$ cat config.mk
export PLATFORM = sky130hd
export DESIGN_NAME = positional_array_list_core
export DESIGN_NICKNAME = d
export VERILOG_FILES = /design/src/rtl/pal_pkg.sv /design/src/rtl/positional_array_list_core.sv /design/src/rtl/pal_cell.sv /design/src/rtl/pal_ctrl.sv
export SDC_FILE = /design/constraint.sdc
export NUM_CORES = 2
export LEC_CHECK = 0
export BUFFER_PORTS_ARGS = -buffer_cell sky130_fd_sc_hd__buf_4
export CAP_MARGIN = 20
export CORE_MARGIN = 5
export CORE_UTILIZATION = 69
export DETAILED_ROUTE_END_ITERATION = 10
export PLACE_DENSITY = 0.93
export SYNTH_ARGS = -nofsm -noshare
export SYNTH_HDL_FRONTEND = slang
export SYNTH_SLANG_ARGS = --single-unit
$ cat constraint.sdc
create_clock -name clk -period 19.16 [get_ports clk]
set_input_delay 0.958 -clock clk [delete_from_list [all_inputs] [get_ports clk]]
set_output_delay 0.958 -clock clk [all_outputs]
set_load 0.01 [all_outputs]
$ cat src/rtl/pal_pkg.sv
`default_nettype none
// ----------------------------------------------------------------------------
// Positional array list package
// Shared types and constants for the positional array list core.
// ----------------------------------------------------------------------------
package pal_pkg;

  localparam int DEPTH     = 16;
  localparam int WORD_BITS = 32;
  localparam int IDX_W     = $clog2(DEPTH);
  localparam int POS_W     = 5;
  localparam int COUNT_W   = 5;

  typedef logic signed [WORD_BITS-1:0] word_t;

  typedef enum logic [2:0] {
    KIND_INSERT = 3'd0,
    KIND_DELETE = 3'd1,
    KIND_GET    = 3'd2,
    KIND_LOCATE = 3'd3,
    KIND_CLEAR  = 3'd4
  } kind_t;

  typedef enum logic [1:0] {
    OP_HOLD   = 2'd0,
    OP_INSERT = 2'd1,
    OP_DELETE = 2'd2
  } cell_op_t;

  typedef struct packed {
    kind_t             kind;
    logic [POS_W-1:0]  position;
    word_t             value_in;
  } req_t;

  typedef struct packed {
    logic               ok;
    word_t              value_out;
    logic [POS_W-1:0]   found_position;
    logic [COUNT_W-1:0] count;
  } res_t;

  typedef struct packed {
    cell_op_t           op;
    logic [IDX_W-1:0]   k;
    word_t              value;
    logic [COUNT_W-1:0] count;
  } cell_cmd_t;

endpackage
`default_nettype wire

$ cat src/rtl/positional_array_list_core.sv
`default_nettype none
// ----------------------------------------------------------------------------
// Positional array list core
// Fixed-capacity ordered list of signed words addressed by 1-based position.
// ----------------------------------------------------------------------------
// Every request is handled in a row of entry cells that shift and compare
// all at once; its result beat is shown on out_strobe in the cycle
// after start. Busy stays low, so a request can be issued on every cycle, and
// the receiver must take each result beat in the cycle that it appears.
// ----------------------------------------------------------------------------
module positional_array_list_core (
  input  wire logic           clk,
  input  wire logic           rst_n,
  input  wire logic           start,
  output logic                busy,
  input  wire pal_pkg::req_t  in_req,
  output logic                out_strobe,
  output pal_pkg::res_t       out_res
);
  import pal_pkg::*;

  cell_cmd_t               cmd;
  word_t [DEPTH-1:0]       cell_data;
  logic  [DEPTH-1:0]       cell_match;

  pal_ctrl u_ctrl (
    .clk        (clk),
    .rst_n      (rst_n),
    .start      (start),
    .busy       (busy),
    .in_req     (in_req),
    .cell_data  (cell_data),
    .cell_match (cell_match),
    .cmd        (cmd),
    .out_strobe (out_strobe),
    .out_res    (out_res)
  );

  for (genvar g = 0; g < DEPTH; g++) begin : g_cell
    word_t left_w;
    word_t right_w;

    if (g == 0) begin : g_first
      assign left_w = cmd.value;
    end else begin : g_mid_l
      assign left_w = cell_data[g-1];
    end

    if (g == DEPTH - 1) begin : g_last
      assign right_w = cell_data[g];
    end else begin : g_mid_r
      assign right_w = cell_data[g+1];
    end

    pal_cell u_cell (
      .clk        (clk),
      .cmd        (cmd),
      .idx        (IDX_W'(g)),
      .left_data  (left_w),
      .right_data (right_w),
      .data       (cell_data[g]),
      .match      (cell_match[g])
    );
  end

endmodule
`default_nettype wire

$ cat src/rtl/pal_cell.sv
`default_nettype none
// ----------------------------------------------------------------------------
// Positional array list cell
// Holds one entry, shifts with its neighbors and compares against the key.
// ----------------------------------------------------------------------------
module pal_cell (
  input  wire logic                  clk,
  input  wire pal_pkg::cell_cmd_t    cmd,
  input  wire logic [pal_pkg::IDX_W-1:0] idx,
  input  wire pal_pkg::word_t        left_data,
  input  wire pal_pkg::word_t        right_data,
  output pal_pkg::word_t             data,
  output logic                       match
);
  import pal_pkg::*;

  word_t entry_r;
  word_t entry_nxt;

  always_comb begin
    entry_nxt = entry_r;
    case (cmd.op)
      OP_INSERT: begin
        if (idx == cmd.k) begin
          entry_nxt = cmd.value;
        end else if (idx > cmd.k) begin
          entry_nxt = left_data;
        end
      end
      OP_DELETE: begin
        if (idx >= cmd.k) begin
          entry_nxt = right_data;
        end
      end
      default: entry_nxt = entry_r;
    endcase
  end

  always_ff @(posedge clk) begin
    entry_r <= entry_nxt;
  end

  assign data  = entry_r;
  assign match = (entry_r == cmd.value) &&
                 ({{(COUNT_W-IDX_W){1'b0}}, idx} < cmd.count);

endmodule
`default_nettype wire

$ cat src/rtl/pal_ctrl.sv
`default_nettype none
// ----------------------------------------------------------------------------
// Positional array list control
// Decodes requests, drives the cell row, keeps the fill count and registers
// the result beat.
// ----------------------------------------------------------------------------
module pal_ctrl (
  input  wire logic                  clk,
  input  wire logic                  rst_n,
  input  wire logic                  start,
  output logic                       busy,
  input  wire pal_pkg::req_t         in_req,
  input  wire pal_pkg::word_t [pal_pkg::DEPTH-1:0] cell_data,
  input  wire logic [pal_pkg::DEPTH-1:0] cell_match,
  output pal_pkg::cell_cmd_t         cmd,
  output logic                       out_strobe,
  output pal_pkg::res_t              out_res
);
  import pal_pkg::*;

  logic [COUNT_W-1:0] count_r;
  logic [COUNT_W-1:0] count_nxt;
  logic               out_valid_r;
  res_t               out_r;
  res_t               res_nxt;
  logic               accept;
  logic [COUNT_W:0]   pos_ext;
  logic [COUNT_W:0]   cnt_ext;
  logic [IDX_W-1:0]   k_idx;
  logic               ins_ok;
  logic               rd_ok;
  logic               found;
  logic [POS_W-1:0]   found_pos;
  cell_op_t           op;

  assign busy    = 1'b0;
  assign accept  = start && !busy;
  assign pos_ext = {1'b0, in_req.position};
  assign cnt_ext = {1'b0, count_r};
  assign k_idx   = IDX_W'(in_req.position - POS_W'(1));
  assign ins_ok  = (in_req.position != '0) && (pos_ext <= cnt_ext + (COUNT_W+1)'(1)) &&
                   (cnt_ext < (COUNT_W+1)'(DEPTH));
  assign rd_ok   = (in_req.position != '0) && (pos_ext <= cnt_ext);

  always_comb begin
    found     = 1'b0;
    found_pos = '0;
    for (int i = DEPTH - 1; i >= 0; i--) begin
      if (cell_match[i]) begin
        found     = 1'b1;
        found_pos = POS_W'(i + 1);
      end
    end
  end

  always_comb begin
    op        = OP_HOLD;
    count_nxt = count_r;
    res_nxt   = '0;
    unique case (in_req.kind)
      KIND_INSERT: begin
        if (ins_ok) begin
          op         = OP_INSERT;
          count_nxt  = count_r + COUNT_W'(1);
          res_nxt.ok = 1'b1;
        end
      end
      KIND_DELETE: begin
        if (rd_ok) begin
          op                = OP_DELETE;
          count_nxt         = count_r - COUNT_W'(1);
          res_nxt.ok        = 1'b1;
          res_nxt.value_out = cell_data[k_idx];
        end
      end
      KIND_GET: begin
        if (rd_ok) begin
          res_nxt.ok        = 1'b1;
          res_nxt.value_out = cell_data[k_idx];
        end
      end
      KIND_LOCATE: begin
        res_nxt.ok             = found;
        res_nxt.found_position = found_pos;
      end
      KIND_CLEAR: begin
        count_nxt  = '0;
        res_nxt.ok = 1'b1;
      end
      default: res_nxt = '0;
    endcase
    res_nxt.count = count_nxt;
  end

  always_comb begin
    cmd.op    = accept ? op : OP_HOLD;
    cmd.k     = k_idx;
    cmd.value = in_req.value_in;
    cmd.count = count_r;
  end

  always_ff @(posedge clk) begin
    if (!rst_n) begin
      count_r     <= '0;
      out_valid_r <= 1'b0;
    end else begin
      out_valid_r <= accept;
      if (accept) begin
        count_r <= count_nxt;
      end
    end
  end

  always_ff @(posedge clk) begin
    if (accept) begin
      out_r <= res_nxt;
    end
  end

  assign out_strobe = out_valid_r;
  assign out_res    = out_r;

  a_count_bound: assert property (@(posedge clk) disable iff (!rst_n)
    count_r <= COUNT_W'(DEPTH))
    else $error("fill count exceeds capacity");

  a_beat_follows: assert property (@(posedge clk) disable iff (!rst_n)
    accept |=> out_strobe)
    else $error("accepted request produced no result beat");

  a_count_stable: assert property (@(posedge clk) disable iff (!rst_n)
    !accept |=> $stable(count_r))
    else $error("fill count changed without a request");

  a_value_needs_ok: assert property (@(posedge clk) disable iff (!rst_n)
    (out_strobe && (out_res.value_out != '0)) |-> out_res.ok)
    else $error("returned value on a failed request");

  a_found_needs_ok: assert property (@(posedge clk) disable iff (!rst_n)
    (out_strobe && (out_res.found_position != '0)) |->
      (out_res.ok && (out_res.found_position <= out_res.count)))
    else $error("found position inconsistent with result");

endmodule
`default_nettype wire
==> qor.csv <==
stage,metric,value,unit
floorplan,die_w,246,um
yosys,synth_edf_count,555,
routing,first_iter_violations,5349,
routing,via_per_inst,7.29,
clocking,clock_latency,630,ps
yosys,syn_area,38400,um^2
worst_setup_path,endpoint_kind,flop,
routing,post_drt_wl_per_cell,31.9,um
clocking,clockBufferDepth,3,
worst_setup_path,max_stage_delay,870,ps
placed_design,place_hpwl,92100,um
pwr,power.leakage,15.2,nW
floorplan,chipHeight,246,um
global_routing,grt_max_degree,124,
clocking,post_cts_buffers,0,
worst_setup_path,cp_slowest_cell,buf_4,
worst_setup_path,critical_path.cell_chain,"inv_1, ha_1, inv_1, ha_1, nor2b_1, o21a_1, o21ai_1, a21oi_1, nor3_2, nand4_1, ha_4, buf_4, buf_4, buf_4, mux2_2",
floorplan,die_area,60500,um^2
routing,antenna_left,0,
sta,slew_viol_final,0,
sta,period_minus_slack,6250,ps
clocking,cts_hold_buf,0,
sta,fin_crit_sh,32.6,%
clocking,cts.clk_slew.worst_paths,60,ps
hold_path,hp-class,flop to flop,
worst_setup_path,cp_top_family,buffers and inverters,
sta,hold_violations,0,
worst_setup_path,cpMostUsedCell,buf_4,
yosys,synthCells,3415,
placed_design,postPlaceCellArea,38900,um^2
routing,vias,29787,
layout,design_area,41000,um^2
yosys,synth_async_sr_flop_share,0,%
yosys,ys_ff_latch,561,
floorplan,core_area,55100,um^2
layout,fin_nets,3350,
placed_design,gp_congestion,1.06,
sta,worst_pin_slew,1310,ps
yosys,yosysSeqAreaShare,43.7,%
sta,rsz0062_at_grt,no,
clocking,cts_inserted_buffers,67,
clocking,cts_tree,yes,
sta,max_slew_margin,12.1,%
sta,tns,0,ps
layout,fill_cells,3702,
yosys,yosys-top-cells-area,"edfxtp_1 43%, mux2i_1 12%, mux4_2 9.4%",
outcome,status,finished clean,
layout,drive_gt1_share,14.9,%
sta,fmax,160,MHz
routing,routed_wl,130000,um
routing,drtPass1Iterations,7,
global_routing,grt_antenna_before_repair,5,
placed_design,port_buffers,86,
layout,syn2layout_area_growth,6.74,%
global_routing,grtUsageMet2,63.4,%
clocking,cts-root-buf,clkbuf_16,
sta,finalClockSkew,24.7,ps
sta,setup_violations,0,
global_routing,grtUsageMet3,10.4,%
worst_setup_path,start_kind,flop,
yosys,synth_top_area_share,43.4,%
clocking,ctsResizeCount,0,
floorplan,start_util,69.8,%
floorplan,rows,86,
global_routing,grtUsageMet1,55.3,%
global_routing,grt_pass1_vias,28230,
yosys,ys_warn_count,0,
yosys,ys_types,57,
global_routing,grt_usage,42.3,%
pwr,ir_drop,80.7,uV
job,maxCapViolations,0,
worst_setup_path,path_buf_inv,5,
worst_setup_path,arrival,6640,ps
global_routing,grt_pass1_wl,189000,um
worst_setup_path,criticalPathCategory,flop to flop,
routing,post-route-drc-count,0,
worst_setup_path,required,19540,ps
floorplan,io_pins,88,
clocking,cts_max_level,3,
global_routing,overflow,0,
global_routing,grt.busiest_layer,met2,
yosys,ys.flop_type,edfxtp_1,
clocking,clock_sinks,561,
worst_setup_path,critPathMaxFanout,111,
yosys,synth_nets,3477,
pwr,power.density,78.6,nW/um^2
yosys,avgSynthCellArea,11.3,um^2
yosys,yosys.area.top_type,edfxtp_1,
[metrics by stage]
step / cells / hold slack, ps / setup slack (ps) / util, % / power (W)
6_report: 4085 / 617 / 12910 / 74.5 / 0.00322
5_1_grt: 4085 / 634 / 12450 / 74.5 / 0.00329
4_1_cts: 4081 / 611 / 13080 / 74.4 / 0.00320
3_5_place_dp: 3964 / 605 / 12510 / 70.6 / 0.00198
3_3_place_gp: 3963 / 580 / 12630 / 70.6 / 0.00196
2_1_floorplan: 3415 / 564 / 12030 / - / 0.00180
[cell type report]
cell class	instances	area [um^2]	area share, %
tap	748	936	2.28
multi-input combinational	2505	20100	49.0
antenna	1	2.50	0.00610
clock buffer	81	1750	4.27
timing repair buffer	137	1070	2.61
inverter	16	60.1	0.146
clock inverter	36	308	0.750
sequential	561	16800	40.9
[state kept, by name (all words and copies together) (netlist names)]
| name | flops |
|---|---|
| u_ctrl.out_res | 43 |
| u_ctrl.out_strobe | 1 |
| g_cell.u_cell.data | 512 |
| u_ctrl.count_r | 5 |
[final timing paths]
| path | startpoint | to | slack [ps] | depth (start not counted) |
|---|---|---|---|---|
| setup / recovery | u_ctrl.count_r[0] | g_cell[0].u_cell.data[20] | 12910 | 15 |
| hold / removal | g_cell[15].u_cell.data[3] | g_cell[14].u_cell.data[3] | 620 | 2 |
| setup reg to reg | u_ctrl.count_r[0] | g_cell[0].u_cell.data[20] | 12910 | 15 |
| hold reg to reg | g_cell[15].u_cell.data[3] | g_cell[14].u_cell.data[3] | 620 | 2 |
[synth_stat cells (2+ instances only)]
cell type	number
xnor2_1	322
o211ai_1	2
a21o_1	3
inv_1	15
buf_4	36
mux4_2	160
and3_1	2
nor3_1	19
nand2b_1	6
o21ai_0	443
or2_2	2
a31oi_1	5
nand3_1	32
a211oi_1	3
nor4_2	4
buf_6	26
a21oi_1	23
dfxtp_1	6
and2_1	3
buf_1	15
nor2_1	26
o21a_1	3
edfxtp_1	555
nand2_1	486
nor4_1	55
o31ai_1	3
nor3_2	3
o21ai_1	21
or4_1	3
clkbuf_1	161
mux2i_1	451
nor2b_1	38
a311oi_1	2
nand4_1	87
ha_1	19
o32ai_1	2
buf_2	94
xor2_1	196
or3_1	2
mux2_2	64
[power by group]
part	switching (W)	internal, W
registers	0.0000466	0.00140
clock network	0.000537	0.000707
logic	0.000330	0.000200
[layer usage]
metal | up-vias | routed length (um)
li1 | 12237 | -
met1 | 14267 | 43600
met2 | 2788 | 57500
met3 | 491 | 18100
met4 | 4 | 11200
met5 | - | 32
[worst register-to-register path: stages (launching register included)]
cell	delay, ps
dfxtp_1	550
inv_1	340
ha_1	430
inv_1	60
ha_1	280
nor2b_1	130
o21a_1	120
o21ai_1	60
a21oi_1	210
nor3_2	140
nand4_1	210
ha_4	500
buf_4	780
buf_4	860
buf_4	900
mux2_2	460
[cell families (layout without fill, tap and decap cells)]
kind of cell    after synthesis  after routing  synth area share (%)
buf+inv                     349            270                  4.60
simple gates                772            772                  9.19
compound gates              519            519                  7.06
flops                       561            561                  43.7
other cells                   1              2               0.00976
xor+xnor                    519            519                  11.8
fa+ha+maj                    19             19                 0.619
mux                         675            675                  23.0
[layout by cell type (no fill, tap or decap), types with 4 or more instances in the layout]
| master | n |
|---|---|
| clkinv_2 | 11 |
| mux4_2 | 160 |
| nand3_2 | 4 |
| nor4_1 | 55 |
| ha_1 | 17 |
| nor4_2 | 4 |
| mux2i_1 | 451 |
| nand3_1 | 28 |
| edfxtp_1 | 555 |
| nor2_1 | 25 |
| nor2b_1 | 38 |
| inv_1 | 15 |
| nand2b_1 | 6 |
| xnor2_1 | 321 |
| buf_4 | 132 |
| nor3_1 | 19 |
| clkinv_1 | 12 |
| a21oi_1 | 12 |
| clkbuf_16 | 68 |
| nand4_1 | 87 |
| xor2_1 | 196 |
| nand2_2 | 9 |
| o21ai_1 | 21 |
| a21oi_4 | 11 |
| inv_6 | 6 |
| nand2_1 | 477 |
| mux2_2 | 64 |
| dfxtp_1 | 6 |
| o21ai_0 | 443 |
| clkbuf_1 | 13 |
| bufinv_16 | 4 |
| a31oi_1 | 5 |
Note: power is estimated with default switching activity, not from simulation.
